File: config.mk
export PLATFORM = sky130hd
export DESIGN_NAME = double_hash_server_placement_unit
export DESIGN_NICKNAME = d
export VERILOG_FILES = /design/src/dhsp_pkg.sv /design/src/dhsp_ram.sv /design/src/dhsp_hash.sv /design/src/double_hash_server_placement_unit.sv
export SDC_FILE = /design/constraint.sdc
export NUM_CORES = 1
export LEC_CHECK = 0
export ABC_AREA = 1
export BUFFER_PORTS_ARGS = -buffer_cell sky130_fd_sc_hd__buf_2
export CAP_MARGIN = 20
export CORE_MARGIN = 2
export CORE_UTILIZATION = 25
export CTS_BUF_LIST = sky130_fd_sc_hd__clkbuf_8
export DETAILED_ROUTE_END_ITERATION = 10
export PLACE_DENSITY = 0.49
export RECOVER_POWER = 50
export SLEW_MARGIN = 20
export SYNTH_ARGS = -nofsm -noshare
export SYNTH_HDL_FRONTEND = slang
export SYNTH_SLANG_ARGS = --single-unit
export TNS_END_PERCENT = 1
File: constraint.sdc
create_clock -name clk_i -period 11.7 [get_ports clk_i]
set_input_delay 1.17 -clock clk_i [delete_from_list [all_inputs] [get_ports clk_i]]
set_output_delay 1.17 -clock clk_i [all_outputs]
set_load 0.01 [all_outputs]
File: src/dhsp_pkg.sv
// Shared types and constants for the double hash server placement unit.
package dhsp_pkg;

  localparam int MAX_SERVERS = 64;
  localparam int MAX_SLOTS   = 16;
  localparam int MAX_PROBES  = 64;

  localparam int KEY_W   = 8;
  localparam int SRV_W   = 6;
  localparam int FILL_W  = 5;
  localparam int SCNT_W  = 7;
  localparam int SLOT_W  = 5;
  localparam int CFG_W   = 7;
  localparam int CFG_IDX_W = 1;
  localparam int REM_W   = $clog2(MAX_SERVERS + 1);
  localparam int PROBE_W = (MAX_PROBES > 1) ? $clog2(MAX_PROBES) : 1;

  // The step term reaches 255 * 104729 + 123, which needs 25 bits.
  localparam int DIV_W     = 25;
  localparam int DIV_CNT_W = $clog2(DIV_W);

  localparam logic [DIV_W-1:0] HASH_MUL_A = DIV_W'(7919);
  localparam logic [DIV_W-1:0] HASH_MUL_B = DIV_W'(104729);
  localparam logic [DIV_W-1:0] HASH_ADD_B = DIV_W'(123);

  localparam logic [CFG_IDX_W-1:0] CFG_SERVER_COUNT     = CFG_IDX_W'(0);
  localparam logic [CFG_IDX_W-1:0] CFG_SLOTS_PER_SERVER = CFG_IDX_W'(1);

  localparam logic [SCNT_W-1:0] SERVER_COUNT_RST = SCNT_W'(64);
  localparam logic [SLOT_W-1:0] SLOTS_RST        = SLOT_W'(16);

  typedef struct packed {
    logic [KEY_W-1:0] request_byte;
    logic             last_byte;
  } req_beat_t;

  typedef struct packed {
    logic [SRV_W-1:0]  chosen_server;
    logic [SRV_W-1:0]  home_server;
    logic              redirected;
    logic              placement_failed;
    logic [FILL_W-1:0] fill_after;
  } res_beat_t;

  typedef enum logic [2:0] {
    ST_IDLE,
    ST_HASH,
    ST_READ,
    ST_CHECK
  } state_e;

endpackage

File: src/dhsp_ram.sv
// Generic single-port-write, single-port-read RAM with registered read data.
module dhsp_ram #(
  parameter int WIDTH = 8,
  parameter int DEPTH = 64
) (
  input  logic                     clk_i,
  input  logic                     we_i,
  input  logic [$clog2(DEPTH)-1:0] waddr_i,
  input  logic [WIDTH-1:0]         wdata_i,
  input  logic                     re_i,
  input  logic [$clog2(DEPTH)-1:0] raddr_i,
  output logic [WIDTH-1:0]         rdata_o
);

  logic [WIDTH-1:0] mem_q [DEPTH];
  logic [WIDTH-1:0] rdata_q;

  always_ff @(posedge clk_i) begin
    if (we_i) begin
      mem_q[waddr_i] <= wdata_i;
    end
    if (re_i) begin
      rdata_q <= mem_q[raddr_i];
    end
  end

  assign rdata_o = rdata_q;

endmodule

File: src/dhsp_hash.sv
// Hash unit: forms the base and step terms of a key and reduces both modulo the server count.
module dhsp_hash (
  input  logic                         clk_i,
  input  logic                         rst_ni,
  input  logic                         start_i,
  input  logic [dhsp_pkg::KEY_W-1:0]   key_i,
  input  logic [dhsp_pkg::REM_W-1:0]   modulus_i,
  output logic                         done_o,
  output logic [dhsp_pkg::REM_W-1:0]   base_mod_o,
  output logic [dhsp_pkg::REM_W-1:0]   step_mod_o
);
  import dhsp_pkg::*;

  logic [DIV_W-1:0]     base_q, base_d;
  logic [DIV_W-1:0]     step_q, step_d;
  logic [REM_W-1:0]     rem_a_q, rem_a_d;
  logic [REM_W-1:0]     rem_b_q, rem_b_d;
  logic [REM_W-1:0]     mod_q, mod_d;
  logic [DIV_CNT_W-1:0] cnt_q, cnt_d;
  logic                 run_q, run_d;
  logic                 done_q, done_d;
  logic [REM_W:0]       shift_a, shift_b;

  // One dividend bit per cycle, MSB first; the partial remainder stays below the modulus.
  always_comb begin
    shift_a = {rem_a_q, base_q[DIV_W-1]};
    shift_b = {rem_b_q, step_q[DIV_W-1]};
    if (shift_a >= {1'b0, mod_q}) begin
      shift_a = shift_a - {1'b0, mod_q};
    end
    if (shift_b >= {1'b0, mod_q}) begin
      shift_b = shift_b - {1'b0, mod_q};
    end
  end

  always_comb begin
    base_d  = base_q;
    step_d  = step_q;
    rem_a_d = rem_a_q;
    rem_b_d = rem_b_q;
    mod_d   = mod_q;
    cnt_d   = cnt_q;
    run_d   = run_q;
    done_d  = 1'b0;
    if (start_i) begin
      base_d  = DIV_W'(key_i) * HASH_MUL_A;
      step_d  = DIV_W'(key_i) * HASH_MUL_B + HASH_ADD_B;
      rem_a_d = '0;
      rem_b_d = '0;
      mod_d   = modulus_i;
      cnt_d   = DIV_CNT_W'(DIV_W - 1);
      run_d   = 1'b1;
    end else if (run_q) begin
      base_d  = base_q << 1;
      step_d  = step_q << 1;
      rem_a_d = shift_a[REM_W-1:0];
      rem_b_d = shift_b[REM_W-1:0];
      if (cnt_q == '0) begin
        run_d  = 1'b0;
        done_d = 1'b1;
      end else begin
        cnt_d = cnt_q - 1'b1;
      end
    end
  end

  always_ff @(posedge clk_i or negedge rst_ni) begin
    if (!rst_ni) begin
      run_q  <= 1'b0;
      done_q <= 1'b0;
      cnt_q  <= '0;
    end else begin
      run_q  <= run_d;
      done_q <= done_d;
      cnt_q  <= cnt_d;
    end
  end

  always_ff @(posedge clk_i) begin
    base_q  <= base_d;
    step_q  <= step_d;
    rem_a_q <= rem_a_d;
    rem_b_q <= rem_b_d;
    mod_q   <= mod_d;
  end

  assign done_o     = done_q;
  assign base_mod_o = rem_a_q;
  assign step_mod_o = rem_b_q;

endmodule

File: src/double_hash_server_placement_unit.sv
// Key bytes are taken one per cycle while busy is low; a non-final byte gives no result.
// A final byte raises busy: its hash terms load at that edge, the hash unit reduces them,
// the first probe loads, and each probe reads the occupancy RAM in ST_READ and checks in ST_CHECK.
// The result strobes after the ST_CHECK of the placing probe, or of the last of 64 probes.
// Reset clears the key, restores the register defaults and clears a valid flag per server,
// so all occupancies read as zero at once. The receiver cannot stall.
module double_hash_server_placement_unit (
  input  logic                              clk_i,
  input  logic                              rst_ni,
  input  logic                              start,
  output logic                              busy,
  input  dhsp_pkg::req_beat_t               req_i,
  output logic                              done_o,
  output dhsp_pkg::res_beat_t               res_o,
  input  logic                              cfg_we_i,
  input  logic [dhsp_pkg::CFG_IDX_W-1:0]    cfg_idx_i,
  input  logic [dhsp_pkg::CFG_W-1:0]        cfg_wdata_i
);
  import dhsp_pkg::*;

  state_e state_q, state_d;

  logic [SCNT_W-1:0]  server_count_q;
  logic [SLOT_W-1:0]  slots_q;
  logic [KEY_W-1:0]   xor_q;
  logic [REM_W-1:0]   n_eff;
  logic [SLOT_W-1:0]  cap_eff;

  logic               accept;
  logic               hash_start;
  logic [KEY_W-1:0]   key;
  logic               hash_done;
  logic [REM_W-1:0]   base_mod, step_mod;

  logic [REM_W-1:0]   srv_q, step_q;
  logic [SRV_W-1:0]   home_q;
  logic [PROBE_W-1:0] probe_q;
  logic [MAX_SERVERS-1:0] valid_q;

  logic [REM_W:0]     srv_sum;
  logic [REM_W-1:0]   srv_next;
  logic [SRV_W-1:0]   ram_addr;
  logic [SLOT_W-1:0]  ram_rdata;
  logic [SLOT_W-1:0]  occ;
  logic               fits;
  logic               last_probe;
  logic               ram_re, ram_we;
  logic [SLOT_W-1:0]  ram_wdata;

  logic               done_q, done_d;
  res_beat_t          res_q, res_d;

  // Effective register values, clamped into their legal ranges.
  always_comb begin
    if (server_count_q == '0) begin
      n_eff = REM_W'(1);
    end else if (REM_W'(server_count_q) > REM_W'(MAX_SERVERS)) begin
      n_eff = REM_W'(MAX_SERVERS);
    end else begin
      n_eff = REM_W'(server_count_q);
    end
    if (slots_q == '0) begin
      cap_eff = SLOT_W'(1);
    end else if (slots_q > SLOT_W'(MAX_SLOTS)) begin
      cap_eff = SLOT_W'(MAX_SLOTS);
    end else begin
      cap_eff = slots_q;
    end
  end

  assign accept     = start && (state_q == ST_IDLE);
  assign key        = xor_q ^ req_i.request_byte;
  assign hash_start = accept && req_i.last_byte;

  dhsp_hash u_hash (
    .clk_i      (clk_i),
    .rst_ni     (rst_ni),
    .start_i    (hash_start),
    .key_i      (key),
    .modulus_i  (n_eff),
    .done_o     (hash_done),
    .base_mod_o (base_mod),
    .step_mod_o (step_mod)
  );

  // Next probe: both terms are below the modulus, so one subtract wraps the sum.
  always_comb begin
    srv_sum = {1'b0, srv_q} + {1'b0, step_q};
    if (srv_sum >= {1'b0, n_eff}) begin
      srv_sum = srv_sum - {1'b0, n_eff};
    end
    srv_next = srv_sum[REM_W-1:0];
  end

  assign ram_addr   = srv_q[SRV_W-1:0];
  assign occ        = valid_q[ram_addr] ? ram_rdata : '0;
  assign fits       = occ < cap_eff;
  assign last_probe = probe_q == PROBE_W'(MAX_PROBES - 1);

  dhsp_ram #(
    .WIDTH (SLOT_W),
    .DEPTH (MAX_SERVERS)
  ) u_occ_ram (
    .clk_i   (clk_i),
    .we_i    (ram_we),
    .waddr_i (ram_addr),
    .wdata_i (ram_wdata),
    .re_i    (ram_re),
    .raddr_i (ram_addr),
    .rdata_o (ram_rdata)
  );

  // Next state.
  always_comb begin
    state_d = state_q;
    case (state_q)
      ST_IDLE: begin
        if (hash_start) begin
          state_d = ST_HASH;
        end
      end
      ST_HASH: begin
        if (hash_done) begin
          state_d = ST_READ;
        end
      end
      ST_READ: begin
        state_d = ST_CHECK;
      end
      ST_CHECK: begin
        if (fits || last_probe) begin
          state_d = ST_IDLE;
        end else begin
          state_d = ST_READ;
        end
      end
      default: begin
        state_d = ST_IDLE;
      end
    endcase
  end

  // Outputs of the sequencer: RAM access and the result beat.
  always_comb begin
    ram_re    = 1'b0;
    ram_we    = 1'b0;
    ram_wdata = occ + 1'b1;
    done_d    = 1'b0;
    res_d     = res_q;
    case (state_q)
      ST_READ: begin
        ram_re = 1'b1;
      end
      ST_CHECK: begin
        if (fits) begin
          ram_we                 = 1'b1;
          done_d                 = 1'b1;
          res_d.chosen_server    = ram_addr;
          res_d.home_server      = home_q;
          res_d.redirected       = probe_q != '0;
          res_d.placement_failed = 1'b0;
          res_d.fill_after       = FILL_W'(occ + 1'b1);
        end else if (last_probe) begin
          done_d                 = 1'b1;
          res_d.chosen_server    = '0;
          res_d.home_server      = home_q;
          res_d.redirected       = 1'b0;
          res_d.placement_failed = 1'b1;
          res_d.fill_after       = '0;
        end
      end
      default: begin
        ram_re = 1'b0;
      end
    endcase
  end

  always_ff @(posedge clk_i or negedge rst_ni) begin
    if (!rst_ni) begin
      state_q        <= ST_IDLE;
      server_count_q <= SERVER_COUNT_RST;
      slots_q        <= SLOTS_RST;
      xor_q          <= '0;
      valid_q        <= '0;
      done_q         <= 1'b0;
    end else begin
      state_q <= state_d;
      done_q  <= done_d;
      if (cfg_we_i) begin
        case (cfg_idx_i)
          CFG_SERVER_COUNT:     server_count_q <= cfg_wdata_i[SCNT_W-1:0];
          CFG_SLOTS_PER_SERVER: slots_q        <= cfg_wdata_i[SLOT_W-1:0];
          default:              slots_q        <= slots_q;
        endcase
      end
      if (accept) begin
        xor_q <= req_i.last_byte ? '0 : key;
      end
      if (ram_we) begin
        valid_q[ram_addr] <= 1'b1;
      end
    end
  end

  always_ff @(posedge clk_i) begin
    res_q <= res_d;
    if (state_q == ST_HASH && hash_done) begin
      srv_q   <= base_mod;
      step_q  <= step_mod;
      home_q  <= base_mod[SRV_W-1:0];
      probe_q <= '0;
    end else if (state_q == ST_CHECK && !fits && !last_probe) begin
      srv_q   <= srv_next;
      probe_q <= probe_q + 1'b1;
    end
  end

  assign busy   = state_q != ST_IDLE;
  assign done_o = done_q;
  assign res_o  = res_q;

endmodule
Word-level counts from Yosys, hierarchy flattened

Memories as Yosys holds them, arrays and structs flattened. A register that Yosys moved wholly into a read port is not among the register bits.
Index checks and enable logic that the tools add are counted.

Word-level logic and storage cells: 118
Memories kept: 1
Register bits: 211
Memory bits (writable): 320

Bitwise gates (word level): 3
Multiplexer cells: 42
Add/sub/neg operators: 8
$lt $le $gt $ge: 8
Equality and inequality tests: 7
Reduce and logical (&&, ||, !) cells: 23
Multiply operators: 2

Memory list:

| memory          | depth | width | read ports | clocked after memory_dff | wr ports | line           | RTL |
|---|---|---|---|---|---|---|---|
| u_occ_ram.mem_q | 64    | 5     | 1          | 1                        | 1        | dhsp_ram.sv:15 | `logic [WIDTH-1:0] mem_q [DEPTH];` |

Operators by type and width:

| kind                  | number |
|---|---|
| $or 64x64->64         | 1 |
| $mux 25               | 2 |
| $mux 7                | 7 |
| $mux 21               | 2 |
| $mux 19               | 2 |
| $mux 5                | 6 |
| $add 25x7->25 const B | 1 |
| $mul 8x17->25 const B | 1 |
| $ge 8x7->1            | 3 |
| $mul 8x13->21 const B | 1 |
| $sub 7x7->7           | 3 |
| $mux 1                | 16 |
| $pmux 3 s4            | 1 |
| $logic_not 5->1       | 2 |
| $reduce_and 2->1      | 5 |
| $add 7x7->8           | 1 |
| $mux 8                | 1 |
| $xor 8x8->8           | 1 |
| $gt 7x7->1 const B    | 1 |
| $logic_not 7->1       | 1 |
| $lt 6x7->1 const B    | 1 |
| $add 6x1->6 const B   | 1 |
| $bmux 1 s6            | 1 |
| $demux 1 s6           | 1 |
| 20 further kinds      | 31 |

Logic depth before layout (Yosys ltp)

Depth in word-level cells: 9
Mapped depth: 24
Mapped depth without buffers: 24

Modules after synthesis

From an unflattened synthesis, not the netlist that was laid out.

Cell total of the unflattened synthesis: 3042
Area total of the unflattened synthesis: 29012.8 um^2

By module, submodules not included:

| module                            | area each (um^2) | instances | cells an instance |
|---|---|---|---|
| dhsp_ram                          | 13437.9          | 1         | 1162 |
| dhsp_hash                         | 8647.0           | 1         | 1096 |
| double_hash_server_placement_unit | 6927.9           | 1         | 784 |

Worst setup path before layout

Ideal clock, no wire load.

Kind: input to register
From: in req_i[7] (netlist name)
To: reg u_hash.base_q[17], data pin
Data arrival time: 5.497 ns
Setup slack: 5.949 ns
Data required time: 11.446 ns
Path buffers: 0
Setup time: 0.254 ns
Stages on the path: 23
Cell sequence: xnor2_1 > inv_1 > fa_1 > inv_1 > fa_1 > fa_1 > inv_1 > fa_1 > inv_1 > ha_1 > nand2_1 > inv_1 > a21oi_1 > o21ai_0 > inv_1 > nor2_1 > nor2_1 > a21oi_1 > nand2_1 > nand2_1 > nand2_1 > nand3_1 > nand2_1

Longest elaborated chain between the ends: 3

RTL lines:

| what                  | line                                    | RTL |
|---|---|---|
| start, declared       | double_hash_server_placement_unit.sv:12 | `input dhsp_pkg::req_beat_t req_i,` |
| $xor 8x8->8           | double_hash_server_placement_unit.sv:72 | `assign key = xor_q ^ req_i.request_byte;` |
| $mul 8x13->21         | dhsp_hash.sv:46                         | `base_d = DIV_W'(key_i) * HASH_MUL_A;` |
| $mux 21               | dhsp_hash.sv:45                         | `if (start_i) begin` |
| via u_hash.base_d[17] | dhsp_hash.sv:14                         | `logic [DIV_W-1:0] base_q, base_d;` |
| end signal, assigned  | dhsp_hash.sv:80                         | `base_q <= base_d;` |
| end, declared         | dhsp_hash.sv:14                         |  |

The timed path passes the listed nets, and every way through them passes these cells.
A chain may end at the register's enable or synchronous reset.

Worst setup path in the final report

From: reg srv_q[0]
To: reg srv_q[4], enable pin

Longest elaborated chain between the ends: 8

RTL lines:

| what                               | line                                     | RTL |
|---|---|---|
| start, declared                    | double_hash_server_placement_unit.sv:35  | `logic [REM_W-1:0] srv_q, step_q;` |
| start signal, assigned             | double_hash_server_placement_unit.sv:208 | `srv_q <= base_mod;` |
| start signal, assigned             | double_hash_server_placement_unit.sv:213 | `srv_q <= srv_next;` |
| $bmux 1 s6                         | double_hash_server_placement_unit.sv:96  | `assign occ = valid_q[ram_addr] ? ram_rdata : '0;` |
| $mux 1 (implied by the code)       | double_hash_server_placement_unit.sv:96  |  |
| $mux 5                             | double_hash_server_placement_unit.sv:96  |  |
| $lt 5x5->1                         | double_hash_server_placement_unit.sv:97  | `assign fits = occ < cap_eff;` |
| $logic_not 1->1                    | double_hash_server_placement_unit.sv:212 | `end else if (state_q == ST_CHECK && !fits && !last_probe) begin` |
| $logic_and 1x1->1 (2 in a row)     | double_hash_server_placement_unit.sv:212 |  |
| $reduce_bool 2->1 (no source line) | n/a                                      |  |

No other way between the ends. The select of a mux whose other input is x is not followed.

==> impl_metrics.csv <==
group,metric,value,unit
run_status,outcome,"finished with violations",
run_status,violations,"DRC, capacitance limit, slew limit",
clock_network,cts_tree,"built",
logic_synthesis,muxShareOfSynthArea,0.0423,%
global_route,grt_max_degree,80,
placement,gp_congestion,0.863,
placement,hpwl,47300,um
clock_network,clk_pin_slew,0.06,ns
routing,ant_nets,0,
clock_network,clock-sinks,535,
placement,placed_area,28500,um^2
logic_synthesis,ys.flop_type,"edfxtp_1",
hold_path,min_path_type,"flip-flop to flip-flop",
final_layout,layout_commonest_cell,"nand2_1",
sta,hold_viol,0,
sta,slew-limit-headroom,-148,%
sta,finalMaxSlewViolations,478,
floorplanning,initial_core_util,25.3,%
logic_synthesis,yosys.area_share.simple,12.8,%
clock_network,cts_root_buf,"clkbuf_8",
sta,worstMarginPinSlew,3.73,ns
logic_synthesis,synth_xor_area_share,1.97,%
sta,hold_slack,0.415,ns
setup_path,crit_type,"flip-flop to flip-flop",
sta,layout_worst_path_cycle_share,69.3,%
routing,vias,18000,
sta,rsz0062_at_grt,"no",
final_layout,nNetsFinal,2772,
floorplanning,design.core.area,105000,um^2
logic_synthesis,synth_cells,2458,
flow_run,timing.max_cap.violations,9,
routing,firstDrtPassIters,8,
final_layout,antenna_cells,0,
setup_path,r2r_slack,3.59,ns
global_route,grt_pass1_vias,18100,
clock_network,cts_buffers,92,
clock_network,cts_resized,0,
routing,drt-wirelength-per-cell,17.7,um
clock_network,clockBufferDepth,3,
logic_synthesis,synth_area,26600,um^2
clock_network,post-cts-setup-buffer-count,0,
logic_synthesis,yosys_register_bits,535,
logic_synthesis,syn_nets,2681,
clock_network,cts_hold_buf,0,
placement,portBuffers,41,
floorplanning,die-area,109000,um^2
logic_synthesis,synth_cell_types,52,
sta,fmax,123,MHz
logic_synthesis,synth_compound_area_share,10.0,%
global_route,grt-ovfl-total,0,
routing,initialDrtViolationCount,1554,
final_layout,syn_to_final_growth,13.2,%
floorplanning,placementRows,119,
sta,setup_viol,0,
routing,via_per_inst,4.49,
floorplanning,die_w,330,um
floorplanning,die-height,330,um
setup_path,cp_data_arrival_time,8.44,ns
setup_path,cp-end-kind,"flip-flop",
setup_path,start_kind,"flip-flop",
final_layout,stdcell_area,30100,um^2
routing,drc,1,
sta,min_period,8.11,ns
logic_synthesis,synth_edf_count,417,
global_route,grt.total_usage,13.1,%
routing,drt_wl_total,71100,um
logic_synthesis,avgSynthCellArea,10.8,um^2
sta,setup_tns,0,ns
clock_network,insertion_delay,0.71,ns
logic_synthesis,synth_top_family_by_area,"simple AND/OR/NAND/NOR gates",
final_layout,mostFrequentLayoutCells,"nand2_1, edfxtp_1, inv_1",
setup_path,required,12.03,ns
logic_synthesis,yosysSeqAreaShare,57.7,%
logic_synthesis,ys_warn_count,0,
global_route,antenna_found_initial,2,
global_route,grt_pass1_wl,110000,um
logic_synthesis,synthAdderAreaFrac,11.3,%
sta,finalClockSkew,0.0546,ns
logic_synthesis,ys_async_sr_fraction,17.6,%
clock_network,htreeDepth,3,
floorplanning,io_pins,42,
setup_path,path_max_fanout,67,
final_layout,drive_gt1_share,7.29,%
## synthesized netlist by cell type (all sizes together), types with 48 or more instances
master	number	area, um^2
nand2	486	1890
edfxtp	417	12500
inv	336	1260
o21ai	192	968
nor2	161	623
ha	138	1730
dfrtp	92	2300
a21oi	79	395
nand3	78	395
fa	64	1280
nand4	54	338
a22oi	48	360
## critical path, stage by stage, from the launching register on
cell      delay, ns
edfxtp_1       0.32
clkbuf_1       1.46
inv_1          1.25
nand2_1        0.29
nand3_1        0.11
nand2_1        0.13
o21ai_0        0.12
nand2_1        0.11
nor2_1         0.09
nand2_1        0.13
nand2_1        1.50
nand2_2        0.37
nand2_1        0.11
nand2_1        0.82
nand3_1        0.47
nand2_1        0.42
## registers in the layout, indices dropped and copies added, names as in the netlist, 6 cells and up
name,cells
u_hash.base_q,25
valid_q,64
u_hash.base_mod_o,7
u_hash.mod_q,7
probe_q,6
home_q,6
server_count_q,7
res_o,19
xor_q,8
step_q,7
u_occ_ram.mem_q,320
u_hash.step_mod_o,7
srv_q,7
u_hash.step_q,25
## logic make-up after synthesis
group,count (synthesis)
flops,535
simple gates,808
fa+ha+maj,202
compound gates,438
mux,1
xor+xnor,60
buf+inv,414
## through the flow
stage                     util (%)  cells  worst slack [ns]
after floorplan                  -   2458              5.95
after global placement        27.0   3846              5.17
after detailed placement      27.0   3846              5.17
after CTS                     28.7   4011              5.91
after global routing          28.6   4011              2.65
final                         28.6   4011              3.59
## path summary, 6_finish.rpt
check	startpoint	to	cells past startpoint
hold / removal	home_q[2]	res_o[9]	0
setup / recovery	srv_q[0]	srv_q[4]	15
max in group asynchronous	rst_ni	u_hash.run_q	2
setup reg to reg	srv_q[0]	srv_q[4]	15
hold reg to reg	home_q[2]	res_o[9]	0
min in group asynchronous	rst_ni	valid_q[58]	1
## routing by layer
metal,wire length [um],up-vias,part of all wire (%),global-route usage (%)
met1,33600,8820,47,18.3
met4,1510,0,2.1,3.40
li1,-,8653,-,-
met2,32200,417,45,20.7
met3,3880,120,5.5,2.60
met5,0,-,0,0
## final cells by class
class	count	area [um^2]
tap	1391	1740
clock buffer	96	1320
multi-input combinational	1509	9670
fill	11100	75300
timing repair buffer	71	364
sequential	535	15400
clock inverter	69	409
inverter	340	1280
Power is not shown: default switching activity piles up to over one toggle a cycle in this logic, so the estimate is an artifact.
